$ cat config.mk
export PLATFORM = sky130hd
export DESIGN_NAME = nec_ir_frame_transmitter_unit
export DESIGN_NICKNAME = d
export VERILOG_FILES = /design/src/hw/rtl/nec_irtx_pkg.sv /design/src/hw/rtl/nec_irtx_cfg.sv /design/src/hw/rtl/nec_irtx_core.sv /design/src/hw/rtl/nec_irtx_outq.sv /design/src/hw/rtl/nec_ir_frame_transmitter_unit.sv
export VERILOG_INCLUDE_DIRS = /design/src /design/src/hw/rtl
export SDC_FILE = /design/constraint.sdc
export NUM_CORES = 1
export LEC_CHECK = 0
export BUFFER_PORTS_ARGS = -buffer_cell sky130_fd_sc_hd__buf_4
export CAP_MARGIN = 20
export CORE_UTILIZATION = 40
export CTS_CLUSTER_DIAMETER = 50
export DETAILED_ROUTE_END_ITERATION = 7
export MAX_ROUTING_LAYER = met4
export PLACE_DENSITY = 0.67
export SYNTH_ARGS = -nofsm -noshare
export SYNTH_HDL_FRONTEND = slang
export SYNTH_SLANG_ARGS = --single-unit
$ cat constraint.sdc
create_clock -name clk -period 3.5 [get_ports clk]
set_input_delay 0.35 -clock clk [delete_from_list [all_inputs] [get_ports clk]]
set_output_delay 0.35 -clock clk [all_outputs]
set_load 0.02 [all_outputs]
$ cat src/hw/rtl/assert_macros.svh
// Assertion helpers shared by the RTL files.
// Each macro expects clk and rst_n in scope.
`ifndef ASSERT_MACROS_SVH
`define ASSERT_MACROS_SVH

// A property that must hold at every clock edge outside reset.
`define ASSERT_CLK(lbl, prop, msg) \
    lbl: assert property (@(posedge clk) disable iff (!rst_n) prop) else $error(msg);

// When the antecedent holds, the consequent must hold in the next cycle.
`define ASSERT_NEXT(lbl, ante, cons, msg) \
    lbl: assert property (@(posedge clk) disable iff (!rst_n) (ante) |=> (cons)) else $error(msg);

`endif

$ cat src/hw/rtl/nec_irtx_pkg.sv
`timescale 1ns / 1ps

package nec_irtx_pkg;

    localparam int PAYLOAD_WIDTH_DEF = 32;
    localparam int TIMER_WIDTH_DEF   = 16;
    localparam int PAYLOAD_IN_WIDTH  = 32;
    localparam int BIT_COUNT_WIDTH   = 6;
    localparam int CFG_WIDTH         = 16;
    localparam int CFG_INDEX_WIDTH   = 3;

    localparam logic [CFG_WIDTH-1:0] RST_CARRIER_HALF = 16'd13;
    localparam logic [CFG_WIDTH-1:0] RST_LEAD_MARK    = 16'd9000;
    localparam logic [CFG_WIDTH-1:0] RST_LEAD_SPACE   = 16'd4500;
    localparam logic [CFG_WIDTH-1:0] RST_BIT_MARK     = 16'd562;
    localparam logic [CFG_WIDTH-1:0] RST_ZERO_SPACE   = 16'd562;
    localparam logic [CFG_WIDTH-1:0] RST_ONE_SPACE    = 16'd1687;

    typedef enum logic [2:0] {
        PH_IDLE,
        PH_LEAD_MARK,
        PH_LEAD_SPACE,
        PH_BIT_MARK,
        PH_BIT_SPACE,
        PH_STOP_MARK,
        PH_STOP_SPACE
    } phase_t;

    typedef enum logic [CFG_INDEX_WIDTH-1:0] {
        REG_CARRIER_HALF = 3'd0,
        REG_LEAD_MARK    = 3'd1,
        REG_LEAD_SPACE   = 3'd2,
        REG_BIT_MARK     = 3'd3,
        REG_ZERO_SPACE   = 3'd4,
        REG_ONE_SPACE    = 3'd5
    } cfg_index_t;

    typedef struct packed {
        logic [CFG_WIDTH-1:0] carrier_half;
        logic [CFG_WIDTH-1:0] lead_mark;
        logic [CFG_WIDTH-1:0] lead_space;
        logic [CFG_WIDTH-1:0] bit_mark;
        logic [CFG_WIDTH-1:0] zero_space;
        logic [CFG_WIDTH-1:0] one_space;
    } cfg_t;

    typedef struct packed {
        logic ir_level;
        logic busy;
        logic done;
    } result_t;

endpackage

$ cat src/hw/rtl/nec_irtx_cfg.sv
`timescale 1ns / 1ps

module nec_irtx_cfg
    import nec_irtx_pkg::*;
(
    input  logic                       clk,
    input  logic                       rst_n,
    input  logic                       cfg_we,
    input  logic [CFG_INDEX_WIDTH-1:0] cfg_index,
    input  logic [CFG_WIDTH-1:0]       cfg_data,
    output cfg_t                       cfg
);

    cfg_t cfg_reg;
    cfg_t cfg_next;

    // Writes to indexes past the last register fall through and change nothing.
    always_comb
    begin
        cfg_next = cfg_reg;
        if (cfg_we)
        begin
            unique case (cfg_index_t'(cfg_index))
                REG_CARRIER_HALF: cfg_next.carrier_half = cfg_data;
                REG_LEAD_MARK:    cfg_next.lead_mark    = cfg_data;
                REG_LEAD_SPACE:   cfg_next.lead_space   = cfg_data;
                REG_BIT_MARK:     cfg_next.bit_mark     = cfg_data;
                REG_ZERO_SPACE:   cfg_next.zero_space   = cfg_data;
                REG_ONE_SPACE:    cfg_next.one_space    = cfg_data;
                default:          cfg_next = cfg_reg;
            endcase
        end
    end

    always_ff @(posedge clk or negedge rst_n)
    begin
        if (!rst_n)
        begin
            cfg_reg.carrier_half <= RST_CARRIER_HALF;
            cfg_reg.lead_mark    <= RST_LEAD_MARK;
            cfg_reg.lead_space   <= RST_LEAD_SPACE;
            cfg_reg.bit_mark     <= RST_BIT_MARK;
            cfg_reg.zero_space   <= RST_ZERO_SPACE;
            cfg_reg.one_space    <= RST_ONE_SPACE;
        end
        else
        begin
            cfg_reg <= cfg_next;
        end
    end

    assign cfg = cfg_reg;

endmodule

$ cat src/hw/rtl/nec_irtx_core.sv
`timescale 1ns / 1ps
`include "assert_macros.svh"

module nec_irtx_core
    import nec_irtx_pkg::*;
#(
    parameter int PAYLOAD_WIDTH = PAYLOAD_WIDTH_DEF,
    parameter int TIMER_WIDTH   = TIMER_WIDTH_DEF
)
(
    input  logic                        clk,
    input  logic                        rst_n,
    input  logic                        accept,
    input  logic                        start_req,
    input  logic [PAYLOAD_IN_WIDTH-1:0] payload,
    input  logic [BIT_COUNT_WIDTH-1:0]  bit_count,
    input  cfg_t                        cfg,
    output result_t                     result
);

    localparam int BL_W = $clog2(PAYLOAD_WIDTH + 1);

    // A duration of zero after truncation to the timer width counts as one tick.
    function automatic logic [TIMER_WIDTH-1:0] dur(input logic [CFG_WIDTH-1:0] v);
        logic [TIMER_WIDTH-1:0] t;
        t = TIMER_WIDTH'(v);
        return (t == '0) ? TIMER_WIDTH'(1) : t;
    endfunction

    phase_t                   phase_reg, phase_next;
    logic [TIMER_WIDTH-1:0]   phase_timer_reg, phase_timer_next;
    logic [TIMER_WIDTH-1:0]   carrier_timer_reg, carrier_timer_next;
    logic                     carrier_level_reg, carrier_level_next;
    logic [PAYLOAD_WIDTH-1:0] shift_reg, shift_next;
    logic [BL_W-1:0]          bits_left_reg, bits_left_next;

    logic                     start_frame;
    logic                     active;
    phase_t                   cur_phase;
    logic [TIMER_WIDTH-1:0]   cur_pt;
    logic [TIMER_WIDTH-1:0]   cur_ct;
    logic                     cur_cl;
    logic [PAYLOAD_WIDTH-1:0] cur_shift;
    logic [BL_W-1:0]          cur_bl;
    logic [BL_W-1:0]          bl_dec;
    logic [BL_W-1:0]          bl_load;
    logic                     is_mark;
    logic                     pt_end;
    logic                     ct_end;

    // A start tick is already the first tick of the frame, so the frame's
    // initial values stand in for the idle state on that tick.
    assign start_frame = (phase_reg == PH_IDLE) && start_req;
    assign active      = (phase_reg != PH_IDLE) || start_req;
    assign bl_load     = (32'(bit_count) > 32'(PAYLOAD_WIDTH)) ? BL_W'(PAYLOAD_WIDTH)
                                                               : BL_W'(bit_count);

    assign cur_phase = start_frame ? PH_LEAD_MARK        : phase_reg;
    assign cur_pt    = start_frame ? dur(cfg.lead_mark)  : phase_timer_reg;
    assign cur_ct    = start_frame ? dur(cfg.carrier_half) : carrier_timer_reg;
    assign cur_cl    = start_frame ? 1'b1                : carrier_level_reg;
    assign cur_shift = start_frame ? PAYLOAD_WIDTH'(payload) : shift_reg;
    assign cur_bl    = start_frame ? bl_load             : bits_left_reg;

    assign bl_dec  = cur_bl - BL_W'(1);
    assign is_mark = (cur_phase == PH_LEAD_MARK) || (cur_phase == PH_BIT_MARK)
                  || (cur_phase == PH_STOP_MARK);
    assign pt_end  = (cur_pt == TIMER_WIDTH'(1));
    assign ct_end  = (cur_ct == TIMER_WIDTH'(1));

    // Next phase.
    always_comb
    begin
        phase_next = phase_reg;
        if (accept && active)
        begin
            phase_next = cur_phase;
            if (pt_end)
            begin
                unique case (cur_phase)
                    PH_LEAD_MARK:  phase_next = PH_LEAD_SPACE;
                    PH_LEAD_SPACE: phase_next = (cur_bl != '0) ? PH_BIT_MARK : PH_STOP_MARK;
                    PH_BIT_MARK:   phase_next = PH_BIT_SPACE;
                    PH_BIT_SPACE:  phase_next = (bl_dec != '0) ? PH_BIT_MARK : PH_STOP_MARK;
                    PH_STOP_MARK:  phase_next = PH_STOP_SPACE;
                    default:       phase_next = PH_IDLE;
                endcase
            end
        end
    end

    // Timers, carrier and payload shifter.
    always_comb
    begin
        phase_timer_next   = phase_timer_reg;
        carrier_timer_next = carrier_timer_reg;
        carrier_level_next = carrier_level_reg;
        shift_next         = shift_reg;
        bits_left_next     = bits_left_reg;
        if (accept && active)
        begin
            phase_timer_next   = cur_pt - TIMER_WIDTH'(1);
            carrier_timer_next = cur_ct;
            carrier_level_next = cur_cl;
            shift_next         = cur_shift;
            bits_left_next     = cur_bl;
            if (is_mark)
            begin
                carrier_timer_next = cur_ct - TIMER_WIDTH'(1);
                if (ct_end)
                begin
                    carrier_level_next = ~cur_cl;
                    carrier_timer_next = dur(cfg.carrier_half);
                end
            end
            if (pt_end)
            begin
                case (cur_phase)
                    PH_LEAD_MARK:
                    begin
                        phase_timer_next   = dur(cfg.lead_space);
                        carrier_level_next = 1'b0;
                    end
                    PH_LEAD_SPACE:
                    begin
                        phase_timer_next   = dur(cfg.bit_mark);
                        carrier_timer_next = dur(cfg.carrier_half);
                        carrier_level_next = 1'b1;
                    end
                    PH_BIT_MARK:
                    begin
                        phase_timer_next   = cur_shift[0] ? dur(cfg.one_space)
                                                          : dur(cfg.zero_space);
                        carrier_level_next = 1'b0;
                    end
                    PH_BIT_SPACE:
                    begin
                        shift_next         = cur_shift >> 1;
                        bits_left_next     = bl_dec;
                        phase_timer_next   = dur(cfg.bit_mark);
                        carrier_timer_next = dur(cfg.carrier_half);
                        carrier_level_next = 1'b1;
                    end
                    PH_STOP_MARK:
                    begin
                        phase_timer_next   = dur(cfg.zero_space);
                        carrier_level_next = 1'b0;
                    end
                    default:
                    begin
                        phase_timer_next   = '0;
                        carrier_timer_next = '0;
                        carrier_level_next = 1'b0;
                    end
                endcase
            end
        end
    end

    // Result for the tick being taken.
    always_comb
    begin
        result.ir_level = is_mark && cur_cl;
        result.busy     = active;
        result.done     = active && (cur_phase == PH_STOP_SPACE) && pt_end;
    end

    always_ff @(posedge clk or negedge rst_n)
    begin
        if (!rst_n)
        begin
            phase_reg         <= PH_IDLE;
            phase_timer_reg   <= '0;
            carrier_timer_reg <= '0;
            carrier_level_reg <= 1'b0;
            shift_reg         <= '0;
            bits_left_reg     <= '0;
        end
        else
        begin
            phase_reg         <= phase_next;
            phase_timer_reg   <= phase_timer_next;
            carrier_timer_reg <= carrier_timer_next;
            carrier_level_reg <= carrier_level_next;
            shift_reg         <= shift_next;
            bits_left_reg     <= bits_left_next;
        end
    end

    `ASSERT_CLK(a_phase_timer_live, (phase_reg != PH_IDLE) |-> (phase_timer_reg != '0), "phase timer is zero inside a frame")
    `ASSERT_CLK(a_carrier_timer_live, ((phase_reg == PH_LEAD_MARK) || (phase_reg == PH_BIT_MARK) || (phase_reg == PH_STOP_MARK)) |-> (carrier_timer_reg != '0), "carrier timer is zero during a mark")
    `ASSERT_NEXT(a_done_to_idle, accept && result.done, phase_reg == PH_IDLE, "frame did not return to idle after done")

endmodule

$ cat src/hw/rtl/nec_irtx_outq.sv
`timescale 1ns / 1ps
`include "assert_macros.svh"

module nec_irtx_outq
    import nec_irtx_pkg::*;
(
    input  logic    clk,
    input  logic    rst_n,
    input  logic    push,
    input  result_t din,
    input  logic    out_stall,
    output logic    out_valid,
    output logic    full,
    output result_t dout
);

    logic [1:0] count_reg, count_next;
    logic [1:0] count_after_pop;
    result_t    entry0_reg, entry0_next;
    result_t    entry1_reg, entry1_next;
    logic       pop;

    assign pop       = (count_reg != 2'd0) && !out_stall;
    assign out_valid = (count_reg != 2'd0);
    assign full      = (count_reg == 2'd2);
    assign dout      = entry0_reg;

    always_comb
    begin
        entry0_next     = entry0_reg;
        entry1_next     = entry1_reg;
        count_after_pop = count_reg;
        if (pop)
        begin
            entry0_next     = entry1_reg;
            count_after_pop = count_reg - 2'd1;
        end
        count_next = count_after_pop;
        if (push)
        begin
            if (count_after_pop == 2'd0)
            begin
                entry0_next = din;
            end
            else
            begin
                entry1_next = din;
            end
            count_next = count_after_pop + 2'd1;
        end
    end

    always_ff @(posedge clk or negedge rst_n)
    begin
        if (!rst_n)
        begin
            count_reg <= 2'd0;
        end
        else
        begin
            count_reg <= count_next;
        end
    end

    always_ff @(posedge clk)
    begin
        entry0_reg <= entry0_next;
        entry1_reg <= entry1_next;
    end

    `ASSERT_CLK(a_count_range, count_reg != 2'd3, "output queue count out of range")
    `ASSERT_NEXT(a_full_holds, (count_reg == 2'd2) && out_stall, count_reg == 2'd2, "full output queue changed while stalled")

endmodule

$ cat src/hw/rtl/nec_ir_frame_transmitter_unit.sv
`timescale 1ns / 1ps
// Channel   Direction  Handshake              Payload
// input     in         in_valid / in_stall    start_req, payload, bit_count
// output    out        out_valid / out_stall  ir_level, busy_res, done_res
// config    in         cfg_we                 cfg_index, cfg_data
//
// One input word (one microsecond tick) is taken per clock cycle while in_stall
// is low; the frame state advances in a single combinational pass and the
// result word is registered in the output queue before it is offered.
// A two-entry output queue decouples the sides: input is stalled only when both
// entries hold words that the output side has not yet taken.
// Reset (rst_n low, asynchronous) empties the queue, idles the frame sequencer
// and loads the timing registers with their NEC defaults.

module nec_ir_frame_transmitter_unit
    import nec_irtx_pkg::*;
#(
    parameter int PAYLOAD_WIDTH = PAYLOAD_WIDTH_DEF,
    parameter int TIMER_WIDTH   = TIMER_WIDTH_DEF
)
(
    input  logic                        clk,
    input  logic                        rst_n,

    input  logic                        in_valid,
    output logic                        in_stall,
    input  logic                        start_req,
    input  logic [PAYLOAD_IN_WIDTH-1:0] payload,
    input  logic [BIT_COUNT_WIDTH-1:0]  bit_count,

    output logic                        out_valid,
    input  logic                        out_stall,
    output logic                        ir_level,
    output logic                        busy_res,
    output logic                        done_res,

    input  logic                        cfg_we,
    input  logic [CFG_INDEX_WIDTH-1:0]  cfg_index,
    input  logic [CFG_WIDTH-1:0]        cfg_data
);

    cfg_t    cfg;
    result_t core_result;
    result_t out_result;
    logic    accept;
    logic    queue_full;

    // A tick is taken whenever the upstream side offers one and the queue has room.
    assign accept   = in_valid && !in_stall;
    assign in_stall = queue_full;

    nec_irtx_cfg u_cfg (
        .clk       (clk),
        .rst_n     (rst_n),
        .cfg_we    (cfg_we),
        .cfg_index (cfg_index),
        .cfg_data  (cfg_data),
        .cfg       (cfg)
    );

    // Frame sequencer: leading mark and space, one mark and space per payload
    // bit, then the stop symbol. Carrier toggling happens only during marks.
    nec_irtx_core #(
        .PAYLOAD_WIDTH (PAYLOAD_WIDTH),
        .TIMER_WIDTH   (TIMER_WIDTH)
    ) u_core (
        .clk       (clk),
        .rst_n     (rst_n),
        .accept    (accept),
        .start_req (start_req),
        .payload   (payload),
        .bit_count (bit_count),
        .cfg       (cfg),
        .result    (core_result)
    );

    // Result register with a skid entry so a stalled output does not stop
    // the next tick from being taken.
    nec_irtx_outq u_outq (
        .clk       (clk),
        .rst_n     (rst_n),
        .push      (accept),
        .din       (core_result),
        .out_stall (out_stall),
        .out_valid (out_valid),
        .full      (queue_full),
        .dout      (out_result)
    );

    assign ir_level = out_result.ir_level;
    assign busy_res = out_result.busy;
    assign done_res = out_result.done;

endmodule
Word level (Yosys, flattened, before mapping)
Index checks and enable logic that the tools add are counted.
- register bits: 178
- input port bits: 63
- word-level logic and storage cells: 112
- $add $sub $neg: 5
- magnitude comparators: 1
- eq/ne operators: 14
- muxes and demuxes: 37
- bitwise logic cells: 2
- reductions and logical operators: 34
- operators by type and width (operator ; count):
    $mux 16 ; 13
    $logic_not 16->1 ; 6
    $mux 32 ; 3
    $pmux 16 s4 ; 1
    $eq 16x1->1 const B ; 2
    $pmux 16 s2 ; 1
    $sub 16x1->16 const B ; 2
    $mux 6 ; 4
    $mux 3 ; 7
    $eq 3x3->1 const B ; 5
    $pmux 3 s5 ; 1
    $reduce_and 2->1 ; 7
    $eq 3x2->1 const B ; 4
    $reduce_bool 6->1 ; 2
    $logic_and 1x1->1 ; 7
    $eq 3x1->1 const B ; 2
    $gt 6x6->1 const B ; 1
    $logic_not 3->1 ; 2
    $sub 6x1->6 const B ; 1
    $mux 1 ; 5
    $mux 2 ; 2
    $logic_or 1x1->1 ; 3
    $reduce_bool 3->1 ; 1
    $reduce_or 3->1 ; 1
    other kinds (8) ; 10

Longest topological paths before layout
Gate-level depths: netlist (run 1).
- depth after elaboration: 9
- mapped depth: 14

Modules after synthesis
Synthesis (run 1) repeated with hierarchy kept, for this count alone.
- cells, all modules: 1109
- area total of the unflattened synthesis: 10578.9 um2
- modules (own cells, without submodules) (module ; instances ; cells an instance ; area each (um2)):
    nec_irtx_core ; 1 ; 863 ; 6438.7
    nec_irtx_cfg ; 1 ; 208 ; 3713.6
    nec_irtx_outq ; 1 ; 37 ; 412.9
    nec_ir_frame_transmitter_unit ; 1 ; 1 ; 13.8

Least setup slack after synthesis (run 1)
OpenSTA, ideal clock, no wires.
- kind: reg-to-reg
- start point: register u_core.phase_reg[1]
- end point: register u_core.phase_reg[2]
- setup time: 0.129 ns
- data arrival time: 2.790 ns
- required time: 3.371 ns
- slack: 0.581 ns
- stages on the path, launching flop included: 11
- path buffers: 4
- cell sequence: dfrtp_1 or4b_1 buf_2 buf_2 buf_1 clkbuf_1 a21oi_1 ha_1 o31a_1 nor4_1 a2111o_1
- cells in the longest elaborated chain, start to end: 8
- elaborated cells on any way between the ends: 21
- classes of those cells: add/sub (1); eq/ne (6); mux (7); reduce/logical (7)
- ends and longest elaborated chain (item ; line ; text):
    from (decl) ; nec_irtx_core.sv:30 ; phase_t phase_reg, phase_next;
    from (signal assigned) ; nec_irtx_core.sv:181 ; phase_reg <= phase_next;
    $logic_not 3->1 ; nec_irtx_core.sv:53 ; assign start_frame = (phase_reg == PH_IDLE) && start_req;
    $logic_and 1x1->1 ; nec_irtx_core.sv:53 ;
    $mux 6 ; nec_irtx_core.sv:63 ; assign cur_bl = start_frame ? bl_load : bits_left_reg;
    $sub 6x1->6 ; nec_irtx_core.sv:65 ; assign bl_dec = cur_bl - BL_W'(1);
    $reduce_bool 6->1 ; nec_irtx_core.sv:84 ; PH_BIT_SPACE: phase_next = (bl_dec != '0) ? PH_BIT_MARK : PH_STOP_MARK;
    $mux 3 ; nec_irtx_core.sv:84 ;
    $pmux 3 s5 ; nec_irtx_core.sv:80 ; unique case (cur_phase)
    $mux 3 ; nec_irtx_core.sv:78 ; if (pt_end)
Several ways; a longest one is shown, not always the timed one.
A chain may end at the register's enable or synchronous reset.

Worst setup path in the final report (run 1)
- start point: register u_core.phase_reg[1]
- end point: register u_core.shift_reg[21]
- cells in the longest elaborated chain, start to end: 6
- elaborated cells on any way between the ends: 12
- classes of those cells: eq/ne (2); mux (5); reduce/logical (5)
- ends and longest elaborated chain (item ; line ; text):
    $logic_not 3->1 ; nec_irtx_core.sv:53 ;
    $logic_and 1x1->1 ; nec_irtx_core.sv:53 ;
    $mux 3 ; nec_irtx_core.sv:58 ; assign cur_phase = start_frame ? PH_LEAD_MARK : phase_reg;
    $eq 3x3->1 ; nec_irtx_core.sv:118 ; case (cur_phase)
    $mux 32 ; nec_irtx_core.sv:118 ;
    $mux 32 ; nec_irtx_core.sv:116 ; if (pt_end)
    to (signal assigned) ; nec_irtx_core.sv:185 ; shift_reg <= shift_next;
    to (decl) ; nec_irtx_core.sv:34 ; logic [PAYLOAD_WIDTH-1:0] shift_reg, shift_next;
Several ways; a longest one is shown, not always the timed one.

==> key figures, run 1 <==
Outcome
  – Status: finished, final reports clean

Power and ir drop
  – Power per cell area: 687.8 nW/um^2
  – LEAKAGE: around 4.8 nW
  – Worst vdd ir: between 0.0003 and 0.0004 V

Floorplanning
  – Die X: 161.6 um
  – Starting density of the core: 40.60%
  – Full die area: 26130 sq um
  – Rows: 58
  – Floorplan core area: between 20000 and 30000 sq um
  – Io pins: about 70
  – Die Y: 161.6 um

STA
  – RSZ-0062 raised after global routing: no
  – Fin crit period: 3.286 ns
  – Fin. Hold Viols: 0
  – Setup TNS: 0 ns
  – Slew Limit Fails: 0
  – Peak Freq: 0.3043 GHz
  – Worst Skew: 0.01582 ns
  – Final Cycle Share: 93.90%
  – Max_slew headroom: 31.90%
  – Worst slew pin tran: 1.016 ns
  – Setup-failing EPs final: 0

GRT
  – Global-route usage over all layers: 23.27%
  – Pin count of the biggest net entering global routing: 76
  – Vias in the first global route: roughly 8400
  – First-pass GRT wire length: 46370 um
  – Grt ovf: 0
  – Initial antenna violation count: 0

Synth
  – Post-synth EDFFs: 3
  – Post-synthesis area per instance: 9.562 sq um
  – Post-synth top area share: between 30% and 40%
  – Synth area leader: dfrtp_1
  – Yosys Warn Count: 0
  – Area contributors post-synth: dfrtp_1 35%, mux2_2 11%, dfstp_2 7.2%, nand2_1 5.7%, a21oi_1 3.2%
  – Register bit total from synthesis: 178
  – Top cells by count, synth: 156 x nand2_1, 144 x dfrtp_1, 96 x mux2_2, 65 x a21oi_1, 63 x nor2_1
  – Mapped Cells: between 1000 and 1500
  – Most numerous cell in the Yosys netlist: nand2_1
  – Ys flop type: dfrtp_1
  – Synth async-reset ratio: 96.63%
  – Mapped Area: roughly 10000 sq um
  – Library cells used by synthesis: 79
  – Seq/Total Area, Yosys: 44.04%
  – Synth Net Count: 1137

Route
  – DR WL/cell: 19.60 um
  – DRC errors left: 0
  – DR vias: roughly 8800
  – Drt first pass iters: 8
  – Final WL: 28560 um
  – Initial drt markers: 1135
  – DRT antenna net count: 0
  – Drt via density: around 6.1

Worst setup path
  – Crit path to: u_core.shift_reg[21]
  – Critical Path Start: u_core.phase_reg[1]
  – Register-to-register setup slack: 0.21 ns
  – Slowest cell on the critical path: or4b_4
  – Crit Path Max Fanout: 35
  – Critical path launch point type: flop
  – Critical path cell sequence: or4b_4 > mux2i_2 > ha_1 > nand4_1 > a22oi_4 > and3_1 > buf_4 > a21oi_1 > a41oi_1 > o21ai_1
  – Crit Reg-Reg Startpoint: u_core.phase_reg[1]
  – R2R depth: 10
  – WP buf/inv: 1
  – Crit end category: flop
  – Reg2Reg Capture Point: u_core.shift_reg[21]
  – Cell count along the critical path: 10
  – Worst EP required: 3.81 ns
  – Critical path's largest stage delay: 0.60 ns
  – Arr. time, crit path: roughly 3.6 ns
  – CP delay by family, top: simple AND/OR/NAND/NOR gates
  – CP Class: reg -> reg

Place
  – DP Wirelength: 19870 um
  – IO buf count: 67
  – DP Area: 11110 sq um
  – Routability congestion estimate from global placement: approximately 0.92

Cells and area
  – Layout Nets: 1185
  – Register area: roughly 4500 sq um
  – Number of fill cells in the layout: 2410
  – Share of cells above drive strength 1: about a quarter
  – Syn-to-layout area delta: 15.44%
  – # diodes: 0
  – Largest register FFs: 96
  – Design Area, Final: ~12000 sq um
  – Footprint of the multi-input gates: about 5400 sq um

Clocking
  – # H-tree levels: 4
  – CTS tree: done
  – Clk_lat worst skew: 0.45 ns
  – CTS Sinks: 178
  – CTS clock-pin slew for the worst setup and hold paths: ~0.08 ns
  – Worst-case clock buffer depth: 2
  – Num CTS Buffers: 17
  – Root buffer cell: clkbuf_16

Hold path
  – Hold WC Path Type: in -> reg

Job
  – Max-cap violations: 0
==> how the worst min path moves through the flow <==
| stage | slack, ns | to | start | depth (start not counted) |
|---|---|---|---|---|
| detailed placement | 0.42 | u_core.bits_left_reg[2] | rst_n | 1 |
| CTS | 0.13 | u_core.shift_reg[31] | payload[31] | 3 |
| finish | 0.14 | u_core.shift_reg[31] | payload[31] | 3 |
| global placement | 0.43 | u_core.bits_left_reg[2] | rst_n | 1 |
| global route | 0.16 | u_core.shift_reg[31] | payload[31] | 3 |
| floorplan | 0.05 | u_cfg.cfg[11] | rst_n | 0 |
==> cell type report <==
cell class | count | share of cell area [%]
multi-input cells | 806 | 46.03
well taps | 330 | 3.509
clock inverters | 15 | 1.839
repair buffers | 99 | 6.475
inverters | 12 | 0.3828
flip-flops and latches | 178 | 38.15
clock buffers | 17 | 3.615
==> kinds of logic (layout without fill, tap and decap cells) <==
kind of cell / Yosys count / count (layout) / share of synthesized area [%]
AND/OR/NAND/NOR: 347 / 347 / 16.17
AO/OA/AOI/OAI: 296 / 296 / 19.39
flip-flops: 178 / 178 / 44.04
multiplexers: 123 / 123 / 13.33
buffers and inverters: 82 / 143 / 3.339
XOR/XNOR: 32 / 32 / 2.749
adder cells (fa/ha/maj): 8 / 8 / 0.9820
==> layer usage <==
| metal | share of wire, % | vias to the layer above | global-route usage [%] |
|---|---|---|---|
| li1 | - | 4076 | - |
| met1 | 45 | 4336 | 31.81 |
| met3 | 7.7 | 55 | 5.162 |
| met5 | 0 | - | - |
| met2 | 45 | 367 | 33.99 |
| met4 | 2.5 | 0 | 7.804 |
==> report_power, final <==
group          total [W]  leakage, nW  switching, W  internal (W)
Sequential       0.00328         2.14      0.000590       0.00269
Clock            0.00202        0.306       0.00103      0.000998
Combinational    0.00279         2.37       0.00159       0.00120
Total            0.00809         4.82       0.00320       0.00489
==> worst register-to-register path, stage by stage (launching register included) <==
cell and delay (ns):
dfrtp_1 0.48, or4b_4 0.60, mux2i_2 0.30, ha_1 0.26, nand4_1 0.18, a22oi_4 0.40, and3_1 0.21, buf_4 0.35
a21oi_1 0.08, a41oi_1 0.18, o21ai_1 0.10
==> cells in the final DEF (no fill, tap or decap), drive strengths merged, types with 6 or more instances in the layout <==
cell	synthesis	layout
a211oi	7	7
a21oi	67	67
a222oi	14	14
a22oi	17	17
a41oi	28	28
and3	7	7
buf	20	98
clkbuf	50	17
clkinv	0	8
dfrtp	144	144
dfstp	28	28
ha	8	8
inv	12	19
mux2	96	96
mux2i	27	27
nand2	156	156
nand3	14	14
nand4	12	12
nor2	63	63
nor2b	6	6
nor3	24	24
nor4	25	25
o211ai	16	16
o21ai	92	92
xnor2	15	15
xor2	17	17
==> metrics by stage <==
step / setup WS (ns) / std cells / util [%] / hold slack [ns] / total power [W]
floorplan: 0.5815 / 1066 / - / 0.05441 / 0.005154
global placement: 0.3632 / 1424 / 44.24 / 0.4316 / 0.005971
detailed placement: 0.2872 / 1424 / 44.24 / 0.4226 / 0.006043
CTS: 0.2814 / 1457 / 46.84 / 0.1322 / 0.008092
global route: 0.03050 / 1457 / 46.87 / 0.1581 / 0.008623
finish: 0.2137 / 1457 / 46.87 / 0.1441 / 0.008094
==> timing repair <==
action	in CTS	in global routing
resized for setup	0	1
setup endpoints to repair	0	32
hold buffers	1	0
hold endpoints to repair	58	0
buffers inserted	0	0
(Power assumes the default switching activity.)
==> inputs of run 2 (changes only) <==
- BUFFER_PORTS_ARGS: -buffer_cell sky130_fd_sc_hd__buf_4 -> not set
- DONT_BUFFER_PORTS: not set -> 1
- PLACE_DENSITY: 0.67 -> 0.64
==> key figures, run 2 (synthesis gave the netlist of run 1 again) <==
Outcome
  – Status: finished with violations
  – Failing checks: hold timing

Worst setup path
  – Worst EP required: 3.81 ns
  – Crit Path Max Fanout: 35
  – Critical path cell sequence: nor4_1 > nand2_1 > o21a_1 > inv_1 > ha_1 > nand4_1 > a22oi_4 > and3_1 > buf_12 > a21oi_1 > a41oi_1 > o21ai_1
  – Arr. time, crit path: ~3.4 ns
  – CP Class: reg -> reg
  – WP buf/inv: 2
  – Critical path's largest stage delay: 0.46 ns
  – CP delay by family, top: simple AND/OR/NAND/NOR gates
  – Crit end category: flop
  – Critical path launch point type: flop
  – Slowest cell on the critical path: nor4_1

Clocking
  – CTS tree: done
  – CTS Sinks: ~180
  – # resized after CTS: 0
  – Root buffer cell: clkbuf_16
  – Num CTS Buffers: 17
  – # H-tree levels: 4
  – Worst-case clock buffer depth: 2
  – CTS clock-pin slew for the worst setup and hold paths: 0.09 ns
  – Clk_lat worst skew: approximately 0.45 ns
  – Setup repair bufs after CTS: 0

Hold path
  – Hold WC Path Type: in -> async

STA
  – Fin crit period: 3.087 ns
  – RSZ-0062 raised after global routing: no
  – Setup TNS: 0 ns
  – Slew Limit Fails: 0
  – Final hold slack: -0.3983 ns
  – Final Cycle Share: 88.21%
  – Setup-failing EPs final: 0
  – Worst Skew: 0.01646 ns
  – Worst slew pin tran: just under 1 ns
  – Fin. Hold Viols: 172
  – Final worst setup slack: 0.4126 ns
  – Peak Freq: 0.3239 GHz
  – Max_slew headroom: 33.97%

Cells and area
  – # diodes: 0
  – Share of cells above drive strength 1: 19.91%
  – Post-Layout Cell Count: about 1400
  – Largest register FFs: 96
  – Most frequent cells in the layout: 155 x nand2_1, 144 x dfrtp_1, 96 x mux2_2, 64 x a21oi_1
  – Commonest non-fill, non-tap cell in the layout: nand2_1
  – Syn-to-layout area delta: 10.51%
  – Layout Nets: about 1100

Route
  – DR vias: roughly 8500
  – Final WL: roughly 28000 um
  – DRC errors left: 0
  – Initial drt markers: 1051
  – DRT antenna net count: 0
  – Drt via density: 6.109
  – Drt first pass iters: 7
  – DR WL/cell: a little over 20 um

Place
  – Place WS: 0.4402 ns
  – IO buf count: 0
  – # placed instances: 1358
  – DP Wirelength: 19380 um
  – Routability congestion estimate from global placement: 0.9236

Power and ir drop
  – Total chip power: 0.007981 W
  – LEAKAGE: around 4.5 nW
  – Power per cell area: 708.5 nW/um^2
  – Worst vdd ir: 0.0003586 V

GRT
  – Vias in the first global route: 8145
  – Pin count of the biggest net entering global routing: 173
  – Initial antenna violation count: 0
  – Grt ovf: 0
  – Global-route usage over all layers: between 20% and 30%
  – First-pass GRT wire length: 45640 um

Floorplanning
  – Full die area: 26130 sq um
  – Die Y: 161.6 um
  – Rows: 58
  – Io pins: 68
  – Die X: about 160 um
  – Floorplan core area: 25110 sq um
  – Starting density of the core: about two fifths

Job
  – Max-cap violations: 0
## run 2: metrics by stage
stage          instance area, sq um  utilization (%)  hold WS (ns)
6_report                      11260            44.86       -0.3983
5_1_grt                       11260            44.86       -0.4127
4_1_cts                       11260            44.86       -0.4147
3_5_place_dp                  10620            42.31       0.06321
3_3_place_gp                  10620            42.31       0.06258
2_1_floorplan                 10190                -       0.05441
## run 2: report_power, final
group	internal, W	leakage, nW	switching, W
Clock	0.000999	0.306	0.00103
Combinational	0.00115	2.05	0.00151
Sequential	0.00269	2.14	0.000595
Total	0.00485	4.50	0.00314
## run 2: path summary, 6_finish.rpt
kind | startpoint | endpoint | slack, ns | cells past startpoint
worst max register to register | u_cfg.cfg[76] | u_core.shift_reg[25] | 0.41 | 12
worst min register to register | u_core.phase_timer_reg[0] | u_core.phase_timer_reg[0] | 0.50 | 2
min in group clk | cfg_data[0] | u_cfg.cfg[16] | 0.04 | 2
max in group asynchronous | rst_n | u_cfg.cfg[37] | 3.58 | 0
worst max-delay path | u_cfg.cfg[76] | u_core.shift_reg[25] | 0.41 | 12
worst min-delay path | rst_n | u_core.shift_reg[21] | -0.40 | 0
## run 2: final cells by class
cell class / instances / area, sq um
multi-input combinational: 806 / 5410
tap: 330 / 412.9
clock buffer: 17 / 425.4
clock inverter: 15 / 216.5
fill: 2427 / 13840
timing repair buffer: 32 / 265.3
inverter: 12 / 45.04
sequential: 178 / 4489
## run 2: layer usage
metal  global-route usage [%]  vias to the layer above  share of wire (%)
li1                         -                     3947                  -
met5                        -                        -                  0
met4                    9.391                        0                2.9
met1                    30.74                     4113                 45
met3                    5.470                       55                7.8
met2                    33.33                      377                 45
==> inputs of run 3 (changes only) <==
- CTS_BUF_LIST: not set -> sky130_fd_sc_hd__clkbuf_8
==> key figures, run 3 (synthesis gave the netlist of run 1 again) <==
Outcome
  – Status: finished with violations
  – Failing checks: DRC, hold timing

Clocking
  – Num CTS Buffers: 17
  – Clk_lat worst skew: 0.50 ns
  – Root buffer cell: clkbuf_8
  – CTS hold repair buffers: 17
  – CTS Sinks: 178
  – CTS clock-pin slew for the worst setup and hold paths: 0.12 ns
  – CTS tree: done
  – # H-tree levels: 4
  – Worst-case clock buffer depth: 2

GRT
  – Initial antenna violation count: 0
  – GRT busiest layer: met2
  – Met2 Use GR: 33.29%
  – Vias in the first global route: about 8200
  – Pin count of the biggest net entering global routing: 173
  – M1 GR Usage: 31.17%
  – Met3 Resource Use GR: 5.393%
  – First-pass GRT wire length: 45920 um
  – Global-route usage over all layers: 23.13%
  – Grt ovf: 0

Floorplanning
  – Full die area: 26130 sq um
  – Starting density of the core: 40.60%
  – Die Y: 161.6 um
  – Die X: 161.6 um
  – Io pins: 68
  – Rows: a little under 60
  – Floorplan core area: 25110 sq um

STA
  – Final hold slack: -0.4509 ns
  – Fin crit period: 3.099 ns
  – Worst Skew: 0.02880 ns
  – Peak Freq: 0.3227 GHz
  – Final Cycle Share: 88.55%
  – RSZ-0062 raised after global routing: no
  – Max_slew headroom: 32.69%
  – Worst slew pin tran: 1.004 ns
  – Setup TNS: 0 ns
  – Slew Limit Fails: 0
  – Fin. Hold Viols: 172
  – Setup-failing EPs final: 0

Worst setup path
  – Slowest cell on the critical path: dfrtp_1
  – Crit end category: flop
  – CP Class: reg -> reg
  – Critical path launch point type: flop
  – Crit Path Max Fanout: 35
  – CP delay by family, top: compound AO/OA/AOI/OAI gates
  – Critical path's largest stage delay: roughly 0.45 ns
  – Critical path cell sequence: nor4_1 > buf_4 > nand4_1 > o21a_1 > inv_1 > ha_1 > nand4_1 > a22oi_4 > and3_1 > buf_12 > a21oi_1 > a41oi_1 > o21ai_1
  – Crit path top cell by count: nand4_1
  – Register-to-register setup slack: around 0.40 ns
  – WP buf/inv: 3
  – Arr. time, crit path: 3.46 ns
  – Worst EP required: a little under 4 ns

Route
  – DRC errors left: 1
  – DRT antenna net count: 0
  – DR WL/cell: 20.25 um
  – Drt via density: between 6 and 7
  – Initial drt markers: 1157
  – DR vias: 8595
  – Final WL: 28490 um
  – Drt first pass iters: 8

Job
  – Max-cap violations: 0

Cells and area
  – Layout Nets: 1135
  – Syn-to-layout area delta: 10.30%
  – # diodes: 0
  – Most frequent cells in the layout: 155 x nand2_1, 144 x dfrtp_1, 96 x mux2_2, 64 x a21oi_1
  – Commonest non-fill, non-tap cell in the layout: nand2_1
  – Final core occ: between 40 and 50%
  – Design Area, Final: 11240 sq um
  – Share of cells above drive strength 1: 19.59%
  – Largest register FFs: 96
  – Number of fill cells in the layout: 2437
  – Footprint of the multi-input gates: 5410 sq um
  – Register area: approximately 4500 sq um

Place
  – DP Wirelength: a little under 20000 um
  – DP Area: between 10000 and 15000 sq um
  – IO buf count: 0
  – Routability congestion estimate from global placement: between 0.9 and 1

Hold path
  – Hold WC Path Type: in -> async

Power and ir drop
  – Power per cell area: 670.7 nW/um^2
  – LEAKAGE: ~4.5 nW
  – Worst vdd ir: 0.0002770 V
[run 3: area by class of cell]
class | instances | share of cell area, %
clock buffers | 17 | 2.081
multi-input cells | 806 | 48.12
repair buffers | 49 | 3.873
flip-flops and latches | 178 | 39.93
well taps | 330 | 3.672
clock inverters | 15 | 1.925
inverters | 12 | 0.4006
[run 3: worst reg2reg max path, delay by kind of cell (launching register included)]
kind	cells	cell delay [ns]
adder cells (fa/ha/maj)	1	0.18
buffers and inverters	3	0.45
flip-flops	1	0.45
AO/OA/AOI/OAI	5	1.00
AND/OR/NAND/NOR	4	0.90
[run 3: worst paths after layout]
| kind | startpoint | end | depth (start not counted) |
|---|---|---|---|
| min in group clk | bit_count[5] | u_core.bits_left_reg[5] | 2 |
| worst max register to register | u_cfg.cfg[66] | u_core.shift_reg[23] | 13 |
| worst max-delay path | u_cfg.cfg[66] | u_core.shift_reg[23] | 13 |
| max in group asynchronous | rst_n | u_cfg.cfg[83] | 0 |
| worst min-delay path | rst_n | u_core.shift_reg[15] | 0 |
| worst min register to register | u_core.phase_timer_reg[0] | u_core.phase_timer_reg[0] | 2 |
[run 3: stage by stage]
stage                     cells  power, W  setup WS (ns)
final                      1407  0.007541         0.4007
after detailed placement   1358  0.005933         0.4402
after global routing       1407  0.008030         0.1053
after floorplan            1066  0.005154         0.5815
after CTS                  1407  0.007543         0.4004
after global placement     1358  0.005890         0.5254
[run 3: power by group]
part	total, W	switching (W)	internal [W]	leakage, nW
logic	0.00270	0.00154	0.00117	2.12
registers	0.00329	0.000598	0.00269	2.14
clock network	0.00155	0.000973	0.000578	0.219
[run 3: per-layer routing]
layer / part of all wire [%] / vias up
met5: 0 / -
met2: 45 / 377
met3: 7.9 / 61
met1: 44 / 4183
met4: 3.2 / 0
li1: - / 3974
[run 3: timing repair]
action,CTS,global route
buffers inserted,0,0
resized for setup,0,0
hold endpoints to repair,269,172
